`src/hw/rtl/ngph_pkg.sv`:
```
package ngph_pkg;

    localparam int CORDIC_STEPS = 30;
    localparam int STEP_W       = 5;
    localparam int CW           = 34;
    localparam logic signed [CW-1:0] GAIN_INV = 34'sd652032874;
    localparam logic signed [CW-1:0] Q30_ONE  = 34'sd1073741824;

    // ceil(2^34 / 45), exact floor division by 45 for operands below 2^28
    localparam logic [28:0] RECIP_45    = 29'd381774871;
    localparam int          RECIP_SHIFT = 34;

    // register indexes of the configuration port
    localparam logic [0:0] REG_TARGET_LAT = 1'b0;
    localparam logic [0:0] REG_TARGET_LON = 1'b1;

    typedef enum logic [3:0] {
        ST_IDLE,
        ST_ANG,
        ST_ROT,
        ST_SQ,
        ST_CC,
        ST_CLAMP,
        ST_CCMUL,
        ST_SUM,
        ST_OUT
    } state_t;

    // CORDIC arctangent table, binary angle with 2^32 per turn
    function automatic logic [29:0] atan_turns(input logic [STEP_W-1:0] i);
        logic [29:0] r;
        begin
            case (i)
                5'd0:  r = 30'h20000000;
                5'd1:  r = 30'h12E4051E;
                5'd2:  r = 30'h09FB385B;
                5'd3:  r = 30'h051111D4;
                5'd4:  r = 30'h028B0D43;
                5'd5:  r = 30'h0145D7E1;
                5'd6:  r = 30'h00A2F61E;
                5'd7:  r = 30'h00517C55;
                5'd8:  r = 30'h0028BE53;
                5'd9:  r = 30'h00145F2F;
                5'd10: r = 30'h000A2F98;
                5'd11: r = 30'h000517CC;
                5'd12: r = 30'h00028BE6;
                5'd13: r = 30'h000145F3;
                5'd14: r = 30'h0000A2FA;
                5'd15: r = 30'h0000517D;
                5'd16: r = 30'h000028BE;
                5'd17: r = 30'h0000145F;
                5'd18: r = 30'h00000A30;
                5'd19: r = 30'h00000518;
                5'd20: r = 30'h0000028C;
                5'd21: r = 30'h00000146;
                5'd22: r = 30'h000000A3;
                5'd23: r = 30'h00000051;
                5'd24: r = 30'h00000029;
                5'd25: r = 30'h00000014;
                5'd26: r = 30'h0000000A;
                5'd27: r = 30'h00000005;
                5'd28: r = 30'h00000003;
                5'd29: r = 30'h00000001;
                default: r = 30'h0;
            endcase
            return r;
        end
    endfunction

endpackage

```
`src/hw/rtl/ngph_cordic.sv`:
```
// Rotation CORDIC, one micro-rotation per cycle; folds to +-1/4 turn first
module ngph_cordic
(
    input  logic                            clk,
    input  logic                            rst_n,
    input  logic                            start,
    input  logic [31:0]                     phase,
    output logic                            done,
    output logic signed [ngph_pkg::CW-1:0]  sin_out,
    output logic signed [ngph_pkg::CW-1:0]  cos_out
);

    logic                           busy_reg, busy_next;
    logic [ngph_pkg::STEP_W-1:0]    step_reg, step_next;
    logic                           flip_reg, flip_next;
    logic signed [ngph_pkg::CW-1:0] x_reg, x_next, y_reg, y_next;
    logic signed [33:0]             z_reg, z_next;
    logic                           done_reg, done_next;
    logic signed [33:0]             z0;
    logic signed [ngph_pkg::CW-1:0] xs, ys;
    logic signed [33:0]             at;

    always_comb
    begin
        busy_next = busy_reg;
        step_next = step_reg;
        flip_next = flip_reg;
        x_next    = x_reg;
        y_next    = y_reg;
        z_next    = z_reg;
        done_next = 1'b0;
        z0        = {{2{phase[31]}}, phase};
        xs        = x_reg >>> step_reg;
        ys        = y_reg >>> step_reg;
        at        = {4'b0, ngph_pkg::atan_turns(step_reg)};
        if (start)
        begin
            busy_next = 1'b1;
            step_next = '0;
            x_next    = ngph_pkg::GAIN_INV;
            y_next    = '0;
            flip_next = 1'b0;
            z_next    = z0;
            if (z0 > 34'sd1073741824)
            begin
                z_next    = z0 - 34'sd2147483648;
                flip_next = 1'b1;
            end
            else if (z0 < -34'sd1073741824)
            begin
                z_next    = z0 + 34'sd2147483648;
                flip_next = 1'b1;
            end
        end
        else if (busy_reg)
        begin
            if (!z_reg[33])
            begin
                x_next = x_reg - ys;
                y_next = y_reg + xs;
                z_next = z_reg - at;
            end
            else
            begin
                x_next = x_reg + ys;
                y_next = y_reg - xs;
                z_next = z_reg + at;
            end
            step_next = step_reg + 1'b1;
            if (step_reg == ngph_pkg::STEP_W'(ngph_pkg::CORDIC_STEPS - 1))
            begin
                busy_next = 1'b0;
                done_next = 1'b1;
            end
        end
    end

    always_ff @(posedge clk or negedge rst_n)
    begin
        if (!rst_n)
        begin
            busy_reg <= 1'b0;
            done_reg <= 1'b0;
            step_reg <= '0;
        end
        else
        begin
            busy_reg <= busy_next;
            done_reg <= done_next;
            step_reg <= step_next;
        end
    end

    always_ff @(posedge clk)
    begin
        x_reg    <= x_next;
        y_reg    <= y_next;
        z_reg    <= z_next;
        flip_reg <= flip_next;
    end

    assign done    = done_reg;
    assign sin_out = flip_reg ? -y_reg : y_reg;
    assign cos_out = flip_reg ? -x_reg : x_reg;

endmodule

```
`config.mk`:
```
export PLATFORM = sky130hd
export DESIGN_NAME = ngph_cordic
export DESIGN_NICKNAME = d
export VERILOG_FILES = /design/src/hw/rtl/ngph_pkg.sv /design/src/hw/rtl/ngph_cordic.sv
export SDC_FILE = /design/constraint.sdc
export NUM_CORES = 1
export LEC_CHECK = 0
export ABC_AREA = 1
export BUFFER_PORTS_ARGS = -buffer_cell sky130_fd_sc_hd__buf_2
export CAP_MARGIN = 30
export CELL_PAD_IN_SITES_DETAIL_PLACEMENT = 1
export CELL_PAD_IN_SITES_GLOBAL_PLACEMENT = 1
export CORE_ASPECT_RATIO = 0.7
export CORE_MARGIN = 5
export CORE_UTILIZATION = 44
export CTS_CLUSTER_DIAMETER = 60
export DETAILED_ROUTE_END_ITERATION = 12
export MAX_ROUTING_LAYER = met4
export PLACE_DENSITY_LB_ADDON = 0.12
export SYNTH_ARGS = -nofsm -noshare
export SYNTH_HDL_FRONTEND = slang
export SYNTH_SLANG_ARGS = --single-unit
```
`constraint.sdc`:
```
create_clock -name clk -period 5.4 [get_ports clk]
set_input_delay 0.54 -clock clk [delete_from_list [all_inputs] [get_ports clk]]
set_output_delay 0.54 -clock clk [all_outputs]
set_load 0.01 [all_outputs]
```
==> results.toml <==
[detailed_routing]
vias = 22146
viasPerCell = 6.010
totalWireLength_um = 83280
drtAntennaViolNets = 0
drc = 0
firstDrtPassIters = 6
wl_per_cell_um = 22.60
drt-initial-drc-count = 2303

[die]
die_h_um = 177.9
ioPinCount = 104
rows = 61
fp.dieW_um = 249.8
die_area_um2 = 44430
core_um2 = 39760
start_util_pct = 44.55

[hold_path]
hp-start = "phase[23]"
hold_class = "input port to flop"

[timing]
fin_skew_ns = 0.01545
fin_crit_ns = 5.192
setup_slack_ns = 0.2078
finalHoldViolations = 0
slew_violations = 0
max_freq_mhz = 192.6
worst_pin_slew_ns = 0.9656
slew_headroom_pct = 35.53
min_period_over_period_pct = 96.15
rsz0062_at_grt = "yes"
setup_viol = 0

[synthesis]
yosysMostFrequentCell = "nand2_1"
synth_top_area_share_pct = 17.48
synthTopCellsByCount = "nand2_1 (825), nand3_1 (397), inv_1 (315)"
synth_nets = 3219
yosys.area.top_type = "nand2_1"
synth_edf_count = 35
synth_cells = 3067
synth_area_leaders = "nand2_1 (17%), nand3_1 (11%), ha_1 (8.1%), dfxtp_1 (7.7%), xor2_1 (7.2%)"
synth_cell_types = 61
synth_seq_area_share_pct = 14.61
async_reset_ff_share_pct = 6.364
ys_warn_count = 0
synth_area_um2 = 17710
ys_ff_latch = 110
synthFlopType = "dfxtp_1"
synth.avg_cell_area_um2 = 5.775

[setup_path]
crit_path_start_kind = "flop"
critPathLaunch = "step_reg[0]$_DFFE_PN0P_"
setup.worst_path.class = "flop to flop"
path_max_fanout = 31
crit_buf_inv = 7
critPathTopFamily = "simple AND/OR/NAND/NOR gates"
cp-end-kind = "flop"
arrival_ns = 5.44
r2r-start = "step_reg[0]$_DFFE_PN0P_"
critPathMostFrequentCell = "nand3_1"
slowest_stage = "dfrtp_2"
required_ns = 5.65
slowest_delay_ns = 0.49

[global_routing]
track_usage_pct = 36.77
grt_max_degree = 80
grt_pass1_wl_um = 126200
first_global_vias = 21635
antenna_found_initial = 0
grt_overflow_total = 0

[placement]
gp_congestion = 1.056
placed_area_um2 = 18990
hpwl_um = 66130
port_buffers = 103
place_inst = 3654
place_ws_ns = 0.02649

[layout]
stdcell_count = 3685
area_growth_pct = 10.72
n_antenna_cell = 0
fin_nets = 3297
drive_gt1_share_pct = 10.48
stdcell_area_um2 = 19610

[power]
power_frac_seq_pct = 11.8
switchingPower_mw = 9.590
p_sw_share_pct = 60.82
ir_drop_uv = 445.1
power.density_nw_per_um2 = 803.9
p_leak_nw = 10.11
intPower_mw = 6.177
clockPowerShare_pct = 4.6
combPwrFrac_pct = 83.6

[run_status]
status = "finished, final reports clean"

[clocking]
cts_tree = "done"
cts_root_buf = "clkbuf_16"
clockBufferDepth = 2
numCtsBuffers = 9
clk_latency_ns = 0.40
clkTransAtPathRegs_ns = 0.09
clock-sinks = 110
htree_num_levels = 3

[job]
maxCapViolations = 0
-- worst paths after layout --
kind,cells after the start,slack [ns],to
min in group asynchronous,2,0.50,step_reg[0]$_DFFE_PN0P_
max in group asynchronous,2,4.72,step_reg[2]$_DFFE_PN0P_
worst min register to register,2,0.63,y_reg[8]$_SDFFE_PP0P_
worst max register to register,30,0.21,x_reg[22]$_SDFFE_PP1P_
worst max-delay path,30,0.21,x_reg[22]$_SDFFE_PP1P_
worst min-delay path,3,0.43,z_reg[23]$_DFFE_PP_
-- layer usage --
metal | part of all wire (%) | wire, um | GRT usage, %
met5 | 0 | 0 | -
met2 | 42 | 35110 | 54.82
met1 | 46 | 38710 | 52.11
met3 | 8.8 | 7349 | 5.904
met4 | 2.5 | 2113 | 9.232
-- per-stage QoR --
stage	hold WS [ns]	util [%]	total power [mW]	setup TNS, ns
after floorplan	0.2444	-	10.36	0
after global placement	0.3885	47.70	13.83	0
after detailed placement	0.3868	47.76	14.42	0
after CTS	0.4140	48.57	15.23	0
after global routing	0.4389	49.32	17.08	-0.1083
final	0.4265	49.32	15.77	0
-- cell families (layout without fill, tap and decap cells) --
family	count (synthesis)	in the layout	synth area share (%)
simple gates	1677	1677	40.59
compound gates	508	508	16.35
flops	110	110	14.61
xor+xnor	187	187	9.246
buf+inv	468	551	10.81
fa+ha+maj	117	117	8.392
-- repair_timing --
item | in CTS | in global routing
resized for setup | 0 | 44
cloned | 1 | 3
pin swaps | 0 | 8
hold buffers | 1 | 0
hold endpoints to repair | 7 | 0
setup buffers | 0 | 10
endpoints found under the setup margin | 1 | 31
-- power groups by stage --
stage | logic [mW] | clock network (mW) | registers (mW)
2_1_floorplan | 8.78 | 0 | 1.58
3_3_place_gp | 12.0 | 0 | 1.84
3_5_place_dp | 12.6 | 0 | 1.85
4_1_cts | 12.7 | 0.740 | 1.84
5_1_grt | 14.4 | 0.766 | 1.87
6_report | 13.2 | 0.729 | 1.86
-- final cells by class --
cell class	count	area, um2
Multi-Input combinational cell	2489	13330
Fill cell	5748	20150
Inverter	343	1295
Tap cell	535	669.4
Clock inverter	7	52.55
Sequential cell	110	2592
Timing Repair Buffer	192	1453
Clock buffer	9	225.2
-- layout by cell type (no fill, tap or decap), types with 8 or more instances in the layout --
master,netlist,routed
xor2_1,145,145
o22ai_1,11,11
nand2_2,11,13
o221ai_1,8,8
or2_2,31,31
o21ai_1,15,24
dfxtp_1,68,68
inv_2,24,26
a31oi_1,26,25
buf_12,0,11
nor2_1,297,290
nor3_1,43,41
buf_4,15,69
nor4_1,17,16
o21ai_0,160,150
nor2_2,9,14
inv_1,315,312
nand2_1,825,823
a21oi_1,199,193
buf_2,40,103
nand3_1,397,394
nand4_1,29,29
clkbuf_16,0,12
edfxtp_1,35,35
a21o_1,19,19
o211ai_1,19,19
nand3_2,5,8
ha_1,114,114
xnor2_1,42,42
-- worst min-delay path: cells and delay by family --
| kind | cells | cell delay (ns) |
|---|---|---|
| buf+inv | 1 | 0.09 |
| simple gates | 2 | 0.09 |
Power figures use the tool's default switching activity.
